--- config.mk ---
export PLATFORM = sky130hd
export DESIGN_NAME = dual_frame_byte_deframer
export DESIGN_NICKNAME = d
export VERILOG_FILES = /design/src/design/dfd_pkg.sv /design/src/design/dfd_front.sv /design/src/design/dfd_fifo.sv /design/src/design/dfd_back.sv /design/src/design/dual_frame_byte_deframer.sv
export VERILOG_INCLUDE_DIRS = /design/src /design/src/design
export SDC_FILE = /design/constraint.sdc
export NUM_CORES = 1
export LEC_CHECK = 0
export BUFFER_PORTS_ARGS = -buffer_cell sky130_fd_sc_hd__buf_2
export CAP_MARGIN = 40
export CORE_ASPECT_RATIO = 1.4
export CORE_MARGIN = 4
export CORE_UTILIZATION = 65
export DETAILED_ROUTE_END_ITERATION = 8
export PLACE_DENSITY_LB_ADDON = 0.12
export SLEW_MARGIN = 20
export SYNTH_ARGS = -nofsm -noshare
export SYNTH_HDL_FRONTEND = slang
export SYNTH_SLANG_ARGS = --single-unit
--- constraint.sdc ---
create_clock -name clk_i -period 12.8 [get_ports clk_i]
set_input_delay 1.28 -clock clk_i [delete_from_list [all_inputs] [get_ports clk_i]]
set_output_delay 1.28 -clock clk_i [all_outputs]
set_load 0.01 [all_outputs]
--- src/design/dual_frame_byte_deframer_defines.svh ---
// Assertion macros used by the deframer top level
`ifndef DUAL_FRAME_BYTE_DEFRAMER_DEFINES_SVH
`define DUAL_FRAME_BYTE_DEFRAMER_DEFINES_SVH

// Same-cycle implication, checked out of reset
`define DFD_ASSERT_IMPL(name, ante, cons, msg) \
  name: assert property (@(posedge clk_i) disable iff (!rst_ni) (ante) |-> (cons)) \
    else $error(msg);

// Next-cycle implication, checked out of reset
`define DFD_ASSERT_NEXT(name, ante, cons, msg) \
  name: assert property (@(posedge clk_i) disable iff (!rst_ni) (ante) |=> (cons)) \
    else $error(msg);

`endif

--- src/design/dfd_pkg.sv ---
// Types and constants shared by the deframer modules
package dfd_pkg;

  localparam int CNT_W   = 5;
  localparam int TDATA_W = 96;

  // last byte count of an 11-byte service frame
  localparam logic [CNT_W-1:0] SVC_LAST_CNT = 5'd10;

  localparam logic [7:0] CMD_HEADER_RST = 8'hAA;
  localparam logic [7:0] SVC_MAGIC_RST  = 8'hA5;
  localparam logic [7:0] CMD_TYPE_RST   = 8'h01;

  typedef enum logic [1:0] {
    CFG_CMD_HEADER = 2'd0,
    CFG_SVC_MAGIC  = 2'd1,
    CFG_CMD_TYPE   = 2'd2
  } cfg_idx_e;

  typedef enum logic [1:0] {
    MODE_IDLE = 2'd0,
    MODE_CMD  = 2'd1,
    MODE_SVC  = 2'd2
  } mode_e;

  typedef enum logic {
    KIND_CMD = 1'b0,
    KIND_SVC = 1'b1
  } kind_e;

  // completed frame handed from front to back
  typedef struct packed {
    kind_e       kind;
    logic        bank;
    logic [15:0] svc_id;
    logic [63:0] payload;
  } job_t;

  // frame store write request
  typedef struct packed {
    logic             we;
    logic             bank;
    logic [CNT_W-1:0] idx;
    logic [7:0]       data;
  } wr_req_t;

  // bank handed back once its last byte has been read
  typedef struct packed {
    logic vld;
    logic bank;
  } rel_t;

endpackage

--- src/design/dfd_front.sv ---
// Byte parser: configuration, frame tracking and frame store writes
module dfd_front import dfd_pkg::*; #(
  parameter int CMD_FRAME_LEN = 24
) (
  input  logic       clk_i,
  input  logic       rst_ni,
  input  logic       cfg_we_i,
  input  logic [1:0] cfg_idx_i,
  input  logic [7:0] cfg_wdata_i,
  input  logic       s_valid_i,
  input  logic [7:0] s_data_i,
  output logic       s_ready_o,
  input  logic       q_full_i,
  input  rel_t       rel_i,
  output logic       push_o,
  output job_t       job_o,
  output wr_req_t    wr_o
);

  localparam logic [CNT_W-1:0] CmdLast = CNT_W'(CMD_FRAME_LEN - 1);

  logic [7:0] cmd_header_q, svc_magic_q, cmd_type_q;
  mode_e      mode_q, mode_d;
  logic [CNT_W-1:0] cnt_q, cnt_d;
  logic       wr_bank_q;
  logic [1:0] busy_q, busy_d;
  logic [79:0] sh_q, sh_d;

  logic       acc, hit_cmd, hit_svc, type_bad;
  mode_e      start_mode;
  logic [CNT_W-1:0] start_cnt;

  assign s_ready_o = !q_full_i && !busy_q[wr_bank_q];
  assign acc       = s_valid_i && s_ready_o;
  assign hit_cmd   = (s_data_i == cmd_header_q);
  assign hit_svc   = !hit_cmd && (s_data_i == svc_magic_q);
  assign type_bad  = (cnt_q == CNT_W'(1)) && (s_data_i != cmd_type_q);
  assign start_mode = hit_cmd ? MODE_CMD : (hit_svc ? MODE_SVC : MODE_IDLE);
  assign start_cnt  = (hit_cmd || hit_svc) ? CNT_W'(1) : '0;

  // next state
  always_comb begin
    mode_d = mode_q;
    cnt_d  = cnt_q;
    if (acc) begin
      case (mode_q)
        MODE_CMD: begin
          if (type_bad) begin
            mode_d = start_mode;
            cnt_d  = start_cnt;
          end else if (cnt_q == CmdLast) begin
            mode_d = MODE_IDLE;
            cnt_d  = '0;
          end else begin
            cnt_d = cnt_q + CNT_W'(1);
          end
        end
        MODE_SVC: begin
          if (cnt_q == SVC_LAST_CNT) begin
            mode_d = MODE_IDLE;
            cnt_d  = '0;
          end else begin
            cnt_d = cnt_q + CNT_W'(1);
          end
        end
        default: begin
          mode_d = start_mode;
          cnt_d  = start_cnt;
        end
      endcase
    end
  end

  // outputs
  always_comb begin
    sh_d          = {sh_q[71:0], s_data_i};
    wr_o.we       = 1'b0;
    wr_o.bank     = wr_bank_q;
    wr_o.idx      = '0;
    wr_o.data     = s_data_i;
    push_o        = 1'b0;
    job_o.kind    = KIND_CMD;
    job_o.bank    = wr_bank_q;
    job_o.svc_id  = sh_d[79:64];
    job_o.payload = sh_d[63:0];
    if (acc) begin
      case (mode_q)
        MODE_CMD: begin
          if (type_bad) begin
            wr_o.we = hit_cmd;
          end else begin
            wr_o.we  = 1'b1;
            wr_o.idx = cnt_q;
            push_o   = (cnt_q == CmdLast);
          end
        end
        MODE_SVC: begin
          job_o.kind = KIND_SVC;
          push_o     = (cnt_q == SVC_LAST_CNT);
        end
        default: begin
          wr_o.we = hit_cmd;
        end
      endcase
    end
  end

  // hand a finished command bank to the back end; free a bank once read out
  always_comb begin
    busy_d = busy_q;
    if (push_o && job_o.kind == KIND_CMD) begin
      busy_d[wr_bank_q] = 1'b1;
    end
    if (rel_i.vld) begin
      busy_d[rel_i.bank] = 1'b0;
    end
  end

  always_ff @(posedge clk_i or negedge rst_ni) begin
    if (!rst_ni) begin
      cmd_header_q <= CMD_HEADER_RST;
      svc_magic_q  <= SVC_MAGIC_RST;
      cmd_type_q   <= CMD_TYPE_RST;
      mode_q       <= MODE_IDLE;
      cnt_q        <= '0;
      wr_bank_q    <= 1'b0;
      busy_q       <= '0;
    end else begin
      if (cfg_we_i) begin
        case (cfg_idx_i)
          CFG_CMD_HEADER: cmd_header_q <= cfg_wdata_i;
          CFG_SVC_MAGIC:  svc_magic_q  <= cfg_wdata_i;
          CFG_CMD_TYPE:   cmd_type_q   <= cfg_wdata_i;
          default: ;
        endcase
      end
      mode_q <= mode_d;
      cnt_q  <= cnt_d;
      busy_q <= busy_d;
      // switch banks once a command frame is complete
      if (push_o && job_o.kind == KIND_CMD) begin
        wr_bank_q <= !wr_bank_q;
      end
    end
  end

  always_ff @(posedge clk_i) begin
    if (acc && mode_q == MODE_SVC) begin
      sh_q <= sh_d;
    end
  end

endmodule

--- src/design/dfd_fifo.sv ---
// Two-entry queue of completed frames between parser and emitter
module dfd_fifo import dfd_pkg::*; (
  input  logic clk_i,
  input  logic rst_ni,
  input  logic push_i,
  input  job_t job_i,
  input  logic pop_i,
  output job_t job_o,
  output logic full_o,
  output logic empty_o
);

  job_t       ent_q [2];
  logic       wr_ptr_q, rd_ptr_q;
  logic [1:0] cnt_q;

  assign job_o   = ent_q[rd_ptr_q];
  assign full_o  = (cnt_q == 2'd2);
  assign empty_o = (cnt_q == 2'd0);

  always_ff @(posedge clk_i or negedge rst_ni) begin
    if (!rst_ni) begin
      wr_ptr_q <= 1'b0;
      rd_ptr_q <= 1'b0;
      cnt_q    <= '0;
    end else begin
      if (push_i) wr_ptr_q <= !wr_ptr_q;
      if (pop_i)  rd_ptr_q <= !rd_ptr_q;
      case ({push_i, pop_i})
        2'b10:   cnt_q <= cnt_q + 2'd1;
        2'b01:   cnt_q <= cnt_q - 2'd1;
        default: ;
      endcase
    end
  end

  always_ff @(posedge clk_i) begin
    if (push_i) ent_q[wr_ptr_q] <= job_i;
  end

endmodule

--- src/design/dfd_back.sv ---
// Emitter: frame store, read stage and output register
module dfd_back import dfd_pkg::*; #(
  parameter int CMD_FRAME_LEN = 24
) (
  input  logic               clk_i,
  input  logic               rst_ni,
  input  wr_req_t            wr_i,
  input  job_t               job_i,
  input  logic               q_empty_i,
  output logic               pop_o,
  output rel_t               rel_o,
  output logic               m_valid_o,
  input  logic               m_ready_i,
  output logic [TDATA_W-1:0] m_data_o,
  output logic               m_user_o,
  output logic               m_last_o
);

  localparam int IdxW = (CMD_FRAME_LEN > 1) ? $clog2(CMD_FRAME_LEN) : 1;
  localparam logic [CNT_W-1:0] CmdLast = CNT_W'(CMD_FRAME_LEN - 1);

  logic [7:0] mem_q [2][CMD_FRAME_LEN];
  logic [7:0] rd_data_q;

  logic             rd_busy_q, bank_q;
  logic [CNT_W-1:0] idx_q;

  logic             s1_vld_q;
  kind_e            s1_kind_q;
  logic [CNT_W-1:0] s1_idx_q;
  logic             s1_last_q;
  logic [15:0]      s1_id_q;
  logic [63:0]      s1_pay_q;

  logic             out_vld_q;
  kind_e            out_kind_q;
  logic [7:0]       out_data_q;
  logic [CNT_W-1:0] out_idx_q;
  logic [15:0]      out_id_q;
  logic [63:0]      out_pay_q;
  logic             out_last_q;

  logic adv, issue, rd_last;

  assign adv     = !out_vld_q || m_ready_i;
  assign issue   = adv && rd_busy_q;
  assign rd_last = (idx_q == CmdLast);
  assign pop_o   = adv && !rd_busy_q && !q_empty_i;

  assign rel_o.vld  = issue && rd_last;
  assign rel_o.bank = bank_q;

  assign m_valid_o = out_vld_q;
  assign m_user_o  = out_kind_q;
  assign m_last_o  = out_last_q;
  assign m_data_o  = {3'b000, out_pay_q, out_id_q, out_idx_q, out_data_q};

  always_ff @(posedge clk_i) begin
    if (wr_i.we) mem_q[wr_i.bank][wr_i.idx[IdxW-1:0]] <= wr_i.data;
    if (issue)   rd_data_q <= mem_q[bank_q][idx_q[IdxW-1:0]];
  end

  always_ff @(posedge clk_i or negedge rst_ni) begin
    if (!rst_ni) begin
      rd_busy_q <= 1'b0;
      bank_q    <= 1'b0;
      idx_q     <= '0;
      s1_vld_q  <= 1'b0;
      out_vld_q <= 1'b0;
    end else begin
      if (issue) begin
        idx_q <= idx_q + CNT_W'(1);
        if (rd_last) rd_busy_q <= 1'b0;
      end else if (pop_o && job_i.kind == KIND_CMD) begin
        rd_busy_q <= 1'b1;
        bank_q    <= job_i.bank;
        idx_q     <= '0;
      end
      if (adv) begin
        s1_vld_q  <= issue || (pop_o && job_i.kind == KIND_SVC);
        out_vld_q <= s1_vld_q;
      end
    end
  end

  // stage payloads advance together with their valid flags
  always_ff @(posedge clk_i) begin
    if (adv) begin
      s1_kind_q  <= issue ? KIND_CMD : KIND_SVC;
      s1_idx_q   <= idx_q;
      s1_last_q  <= issue ? rd_last : 1'b1;
      s1_id_q    <= job_i.svc_id;
      s1_pay_q   <= job_i.payload;
      out_kind_q <= s1_kind_q;
      out_last_q <= s1_last_q;
      out_data_q <= (s1_kind_q == KIND_CMD) ? rd_data_q : 8'd0;
      out_idx_q  <= (s1_kind_q == KIND_CMD) ? s1_idx_q : '0;
      out_id_q   <= (s1_kind_q == KIND_SVC) ? s1_id_q : 16'd0;
      out_pay_q  <= (s1_kind_q == KIND_SVC) ? s1_pay_q : 64'd0;
    end
  end

endmodule

--- src/design/dual_frame_byte_deframer.sv ---
// Path: each result passes the frame queue, read stage and output register; a command frame
// gives one result per cycle for the whole frame while the output register is not stalled.
// Input: one byte per cycle; any byte waits while the two-entry frame queue is full or the
// current store bank is still queued for or in read-out (two banks of CMD_FRAME_LEN bytes).
// Reset: asynchronous, active low; clears control state and loads register defaults.
// The frame store needs no clearing pass: every byte read was written in its frame.
`include "dual_frame_byte_deframer_defines.svh"

module dual_frame_byte_deframer import dfd_pkg::*; #(
  parameter int CMD_FRAME_LEN = 24
) (
  input  logic               clk_i,
  input  logic               rst_ni,
  input  logic               cfg_we_i,
  input  logic [1:0]         cfg_idx_i,
  input  logic [7:0]         cfg_wdata_i,
  input  logic               s_axis_tvalid,
  output logic               s_axis_tready,
  input  logic [7:0]         s_axis_tdata,   // rx_byte
  output logic               m_axis_tvalid,
  input  logic               m_axis_tready,
  // data_byte, byte_index, service_id, service_payload, zero fill
  output logic [TDATA_W-1:0] m_axis_tdata,
  output logic               m_axis_tuser,   // frame_kind
  output logic               m_axis_tlast
);

  logic    push, pop, q_full, q_empty;
  job_t    job_in, job_out;
  wr_req_t wr_req;
  rel_t    rel;

  dfd_front #(
    .CMD_FRAME_LEN(CMD_FRAME_LEN)
  ) u_front (
    .clk_i,
    .rst_ni,
    .cfg_we_i,
    .cfg_idx_i,
    .cfg_wdata_i,
    .s_valid_i (s_axis_tvalid),
    .s_data_i  (s_axis_tdata),
    .s_ready_o (s_axis_tready),
    .q_full_i  (q_full),
    .rel_i     (rel),
    .push_o    (push),
    .job_o     (job_in),
    .wr_o      (wr_req)
  );

  dfd_fifo u_fifo (
    .clk_i,
    .rst_ni,
    .push_i  (push),
    .job_i   (job_in),
    .pop_i   (pop),
    .job_o   (job_out),
    .full_o  (q_full),
    .empty_o (q_empty)
  );

  dfd_back #(
    .CMD_FRAME_LEN(CMD_FRAME_LEN)
  ) u_back (
    .clk_i,
    .rst_ni,
    .wr_i      (wr_req),
    .job_i     (job_out),
    .q_empty_i (q_empty),
    .pop_o     (pop),
    .rel_o     (rel),
    .m_valid_o (m_axis_tvalid),
    .m_ready_i (m_axis_tready),
    .m_data_o  (m_axis_tdata),
    .m_user_o  (m_axis_tuser),
    .m_last_o  (m_axis_tlast)
  );

  `DFD_ASSERT_IMPL(a_no_overflow, q_full, !push, "frame queue pushed while full")
  `DFD_ASSERT_IMPL(a_svc_last, m_axis_tvalid && m_axis_tuser, m_axis_tlast,
                   "service result without last")
  `DFD_ASSERT_IMPL(a_cmd_last, m_axis_tvalid && !m_axis_tuser && m_axis_tlast,
                   m_axis_tdata[12:8] == CNT_W'(CMD_FRAME_LEN - 1),
                   "command last on wrong byte index")
  `DFD_ASSERT_NEXT(a_pop_empty, q_empty && !push, !pop || !q_empty,
                   "queue popped while empty")

endmodule
==> flow_metrics.py, run 1 <==
metrics = {
    "run_status": {
        "outcome": "finished, final reports clean",
    },
    "synth": {
        "synth_edf_count": 810,
        "ys_ff_latch": 857,
        "synth.area.top_cells": "edfxtp_1 (76%), mux4_2 (6.2%), mux2_2 (4.2%)",
        "ys.flop_type": "edfxtp_1",
        "synthCells": 1551,
        "yosys.area.top_type": "edfxtp_1",
        "avgSynthCellArea_um2": 20.6,
        "synth_seq_area_share_pct": 79.7,
        "synthesis.area_um2": 32000,
        "synth.top_cell.area_share_pct": 76.0,
        "synth.most_common_cell": "edfxtp_1",
        "synth_cell_types": 60,
        "yosysWarnings": 0,
        "synth_common_cells": "edfxtp_1 (810), mux2_2 (120), mux4_2 (88), and2_1 (85), nor2_1 (55)",
        "async_flop_share_pct": 5.48,
    },
    "setup_path": {
        "crit_fanout": 29,
        "crit_type": "input pin to flop",
        "startpoint_type": "input pin",
        "worstSetupEndpointType": "flop",
        "required_ns": 13.04,
        "reg2reg_depth": 6,
        "critPathArrivalTime_ns": 4.48,
    },
    "power_and_ir_drop": {
        "leakage_nw": 11.9,
        "peakVddDrop_mv": 0.209,
        "power.total_w": 0.00666,
        "powerDensity_nw_per_um2": 185,
    },
    "clock_tree": {
        "cts_root_buf": "clkbuf_16",
        "clk_latency_ns": 0.62,
        "cts_tree": "yes",
        "postCtsSetupRepairBufs": 0,
        "cts_max_level": 3,
        "clockBufferDepth": 3,
        "cts_sinks": 857,
        "clk_pin_slew_ns": 0.07,
        "cts-resized-gates": 0,
        "cts_inserted_buffers": 76,
        "cts_hold_buffers": 0,
    },
    "cells_and_area": {
        "drive_gt1_share_pct": 29.2,
        "syn_to_final_growth_pct": 12.5,
        "n_antenna_cell": 0,
        "nets": 1752,
        "final_area_um2": 36000,
        "final_util_pct": 74.4,
        "fillers": 2628,
    },
    "global_routing": {
        "busiest_layer": "met2",
        "grt_util_all_layers_pct": 24.2,
        "grt_max_degree": 99,
        "use_met3_pct": 4.16,
        "met1_usage_pct": 30.5,
        "first_global_vias": 15400,
        "antenna_found_initial": 0,
        "use_met2_pct": 42.1,
        "grt_pass1_wl_mm": 95.5,
        "overflow": 0,
    },
    "die": {
        "die_height_um": 271,
        "die_width_um": 196,
        "start_util_pct": 66.1,
        "dieArea_um2": 52900,
        "core_um2": 48400,
        "std_cell_rows": 95,
        "ios": 123,
    },
    "min_path": {
        "holdPathStages": 0,
        "worstHoldPathType": "flop to flop",
    },
    "sta": {
        "fin_crit_sh_pct": 33.1,
        "fin_crit_ns": 4.24,
        "clock_skew_ns": 0.0202,
        "hold_viol": 0,
        "relSlewSlack_pct": 42.7,
        "fin_ws_ns": 8.56,
        "tightest_slew_ns": 0.852,
        "fmax_mhz": 236,
        "rsz0062_at_grt": "no",
        "final-setup-viol-count": 0,
        "final_max_slew_viol_count": 0,
        "setup_tns_ns": 0,
    },
    "drt": {
        "vias": 14800,
        "drt_iter0_drc": 1274,
        "dr.pass1.iters": 5,
        "viasPerCell": 6.17,
        "post_drt_wl_per_cell_um": 26.5,
        "drc": 0,
        "wirelength_mm": 63.8,
        "antenna_left": 0,
    },
    "place": {
        "dpl_cell_area_um2": 33400,
        "pre_cts_ws_ns": 7.92,
        "portBuffers": 119,
        "hpwl_mm": 38.4,
        "gp_congestion": 0.858,
    },
    "run": {
        "cap_violations": 0,
    },
}
-- stage by stage --
stage	hold slack [ns]	instances
floorplan	0.400	1553
global placement	0.405	2263
detailed placement	0.413	2270
CTS	0.417	2402
global route	0.426	2406
finish	0.423	2406
-- per-layer routing --
metal	share of wire (%)	up-vias
met2	53	584
met3	6.0	131
met1	37	7621
met4	4.1	0
li1	-	6500
met5	0	-
-- cell type report --
cell class	count	area, um2	area share [%]
Clock inverter	39	482	1.34
Clock buffer	93	2060	5.72
Multi-Input combinational cell	606	6070	16.8
Sequential cell	857	25500	70.9
Tap cell	630	788	2.19
Timing Repair Buffer	160	1010	2.81
Inverter	21	86.3	0.240
-- layout by cell type, fill, tap and decap left out, types with 21 or more instances in the layout --
master / n
buf_2: 120
buf_4: 31
nor2_1: 52
mux4_2: 88
xnor2_1: 25
and2_1: 85
edfxtp_1: 810
mux2i_1: 21
dfrtp_1: 35
nand2_1: 24
clkbuf_16: 79
mux2_2: 120
-- flip-flops by register name (all words and copies together) (netlist names), 2 cells and up --
register              flops
u_back.mem_q            384
u_fifo.ent_q            164
u_front.sh_q             72
u_back.out_pay_q         64
u_back.s1_pay_q          64
u_back.out_id_q          16
u_back.s1_id_q           16
u_back.out_data_q         8
u_back.rd_data_q          8
u_front.cmd_header_q      8
u_front.cmd_type_q        8
u_front.svc_magic_q       8
u_back.idx_q              5
u_back.out_idx_q          5
u_back.s1_idx_q           5
u_front.cnt_q             5
u_fifo.cnt_q              2
u_front.busy_q            2
u_front.mode_q            2
-- final timing paths --
kind | slack [ns] | end | from
max in group asynchronous | 11.58 | u_fifo.rd_ptr_q | rst_ni
setup / recovery | 8.56 | u_back.mem_q[1][128] | s_axis_tdata[5]
setup reg to reg | 8.97 | u_back.rd_data_q[6] | u_back.bank_q
hold reg to reg | 0.42 | u_back.m_last_o | u_back.s1_last_q
hold / removal | 0.42 | u_back.m_last_o | u_back.s1_last_q
min in group asynchronous | 0.76 | u_front.svc_magic_q[4] | rst_ni
-- cell families (layout without fill, tap and decap cells) --
kind of cell | after synthesis | count (layout) | synth area share, %
and+or+nand+nor | 244 | 244 | 4.28
AOI/OAI and AO/OA | 92 | 92 | 2.26
buffers and inverters | 90 | 313 | 1.44
adders and majority gates | 7 | 7 | 0.274
DFF | 857 | 857 | 79.7
muxes | 229 | 229 | 11.1
other | 1 | 3 | 0.0117
xor gates and xnor gates | 31 | 31 | 0.942
-- where the power goes --
part / switching, W / internal [W] / leakage, nW
clock: 0.000963 / 0.00137 / 1.23
combinational: 0.000525 / 0.000473 / 2.63
sequential: 0.000105 / 0.00323 / 8.01
total: 0.00159 / 0.00507 / 11.9
-- critical path, stage by stage --
cell     delay, ns
buf_2         0.44
buf_4         0.47
xnor2_1       0.17
nand4_1       0.14
o21ai_0       0.55
buf_2         0.29
nand4_1       0.39
nor2_1        0.71
Power figures use the tool's default switching activity.
==> run 2: changes to the inputs <==
Settings changed: CORE_UTILIZATION 65 to 55.
Clock period 12.8 ns to 3.6 ns, I/O delays scaled along.
==> flow_metrics.py, run 2 (synthesized netlist as in run 1, its figures left out) <==
metrics = {
    "setup_path": {
        "worstSetupEndpointType": "flop",
        "reg2reg_depth": 5,
        "worstReg2RegEnd": "u_back.mem_q[0][84]",
        "r2r-start": "u_front.wr_bank_q",
        "required_ns": 3.84,
        "crit_type": "flop to flop",
        "critPathArrivalTime_ns": 3.47,
        "critPathCapture": "u_back.mem_q[0][84]",
        "crit_fanout": 14,
        "startpoint_type": "flop",
        "worstSetupStartpoint": "u_front.wr_bank_q",
        "r2r_slack_ns": 0.37,
    },
    "cells_and_area": {
        "nets": 1785,
        "drive_gt1_share_pct": 30.2,
        "instances_no_fill": 2561,
        "largest_reg_flops": 384,
        "layout_common_cells": "edfxtp_1 (810), mux2_2 (120), buf_2 (119), mux4_2 (88), and2_1 (85)",
        "final_common_cell": "edfxtp_1",
        "syn_to_final_growth_pct": 13.7,
        "fillers": 4008,
        "n_antenna_cell": 0,
        "seq_area_um2": 25500,
        "multi_input_area_um2": 6070,
    },
    "global_routing": {
        "overflow": 0,
        "grt_max_degree": 131,
        "antenna_found_initial": 2,
        "grt_pass1_wl_mm": 93.9,
        "grt_util_all_layers_pct": 20.2,
        "first_global_vias": 15300,
    },
    "die": {
        "dieArea_um2": 62200,
        "ios": 123,
        "die_height_um": 293,
        "std_cell_rows": 104,
        "die_width_um": 212,
        "core_um2": 57500,
        "start_util_pct": 55.6,
    },
    "clock_tree": {
        "clockBufferDepth": 3,
        "cts_tree": "yes",
        "clk_latency_ns": 0.61,
        "cts_root_buf": "clkbuf_16",
        "cts_sinks": 857,
        "cts_inserted_buffers": 80,
        "clk_pin_slew_ns": 0.06,
        "cts_max_level": 3,
    },
    "power_and_ir_drop": {
        "power.share.clock_pct": 34.5,
        "power.total_w": 0.0235,
        "p_sw_share_pct": 24.1,
        "peakVddDrop_mv": 0.502,
        "combPwrFrac_pct": 14.8,
        "powerDensity_nw_per_um2": 647,
        "p_seq_share_pct": 50.8,
        "leakage_nw": 12.0,
        "internal_power_w": 0.0179,
        "switchingPower_w": 0.00568,
    },
    "sta": {
        "relSlewSlack_pct": 44.5,
        "rsz0062_at_grt": "no",
        "fmax_mhz": 310,
        "final_max_slew_viol_count": 0,
        "final-setup-viol-count": 0,
        "hold_ws_ns": 0.0376,
        "hold_viol": 0,
        "tightest_slew_ns": 0.833,
        "clock_skew_ns": 0.0177,
        "fin_ws_ns": 0.371,
        "fin_crit_sh_pct": 89.7,
        "fin_crit_ns": 3.23,
    },
    "run": {
        "cap_violations": 0,
    },
    "place": {
        "dp.cells": 2409,
        "gp_congestion": 0.816,
        "pre_cts_ws_ns": 0.426,
        "hpwl_mm": 39.7,
        "portBuffers": 119,
    },
    "drt": {
        "viasPerCell": 5.71,
        "dr.pass1.iters": 5,
        "vias": 14600,
        "post_drt_wl_per_cell_um": 24.2,
        "drc": 0,
        "drt_iter0_drc": 1330,
        "antenna_left": 0,
        "wirelength_mm": 62.0,
    },
    "run_status": {
        "outcome": "finished, final reports clean",
    },
    "min_path": {
        "worstHoldPathType": "input pin to flop",
    },
}
run 2: cell count changes in the layout (fill, tap and decap cells not counted), moves of 2 or more:
cell / before / now
nor2_2: 0 / 2
clkbuf_1: 11 / 14
dlygate4sd3_1: 0 / 4
buf_16: 4 / 0
nor2_1: 52 / 50
clkbuf_8: 3 / 1
clkbuf_16: 79 / 83
buf_4: 31 / 55
clkinv_2: 9 / 13
clkinv_1: 11 / 21
bufinv_16: 11 / 6
inv_6: 1 / 3
buf_12: 2 / 8
clkinv_4: 3 / 1
run 2: layer usage:
layer	GRT usage (%)	wire length, um
met3	3.28	2850
met1	24.7	23400
met4	6.99	1800
met2	36.4	34000
met5	0	0
run 2: power by group through the flow:
stage	Sequential, W	Combinational (W)	Clock, W
after floorplan	0.0119	0.00255	0
after global placement	0.0122	0.00345	0
after detailed placement	0.0122	0.00351	0
after CTS	0.0120	0.00353	0.00831
after global routing	0.0120	0.00372	0.00875
final	0.0120	0.00347	0.00811
run 2: how the worst min path moves through the flow:
stage                     startpoint  depth (start not counted)                     end
finish                cfg_wdata_i[3]                          2  u_front.svc_magic_q[3]
global route          cfg_wdata_i[2]                          2  u_front.svc_magic_q[2]
CTS                   cfg_wdata_i[3]                          2  u_front.svc_magic_q[3]
detailed placement            rst_ni                          1  u_front.svc_magic_q[3]
global placement    u_back.s1_last_q                          0         u_back.m_last_o
floorplan                     rst_ni                          0           u_back.bank_q
run 2: what timing repair did:
| action | in CTS | in global routing |
|---|---|---|
| setup buffers | 0 | 0 |
| hold endpoints to repair | 51 | 0 |
| hold buffers | 4 | 0 |
| resized for setup | 0 | 0 |
run 2: metrics by stage:
| step | cell area (um2) | setup TNS (ns) | util (%) |
|---|---|---|---|
| after floorplan | 32000 | -27.97 | - |
| after global placement | 33700 | 0 | 58.7 |
| after detailed placement | 33800 | 0 | 58.8 |
| after CTS | 36400 | 0 | 63.2 |
| after global routing | 36400 | 0 | 63.3 |
| final | 36400 | 0 | 63.3 |
run 2: cell type report:
class                   instances  area share, %
well taps                     742           2.55
multi-input cells             606           16.7
clock inverters                48           1.07
clock buffers                  98           5.89
flip-flops and latches        857           70.1
repair buffers                189           3.42
inverters                      21          0.234
run 2: critical path, cell delays in order (launching register included):
cell	delay, ns
dfrtp_1	0.67
mux2i_1	0.38
nand4_1	0.22
or3_1	0.45
nand3b_1	0.44
nor2_1	0.70
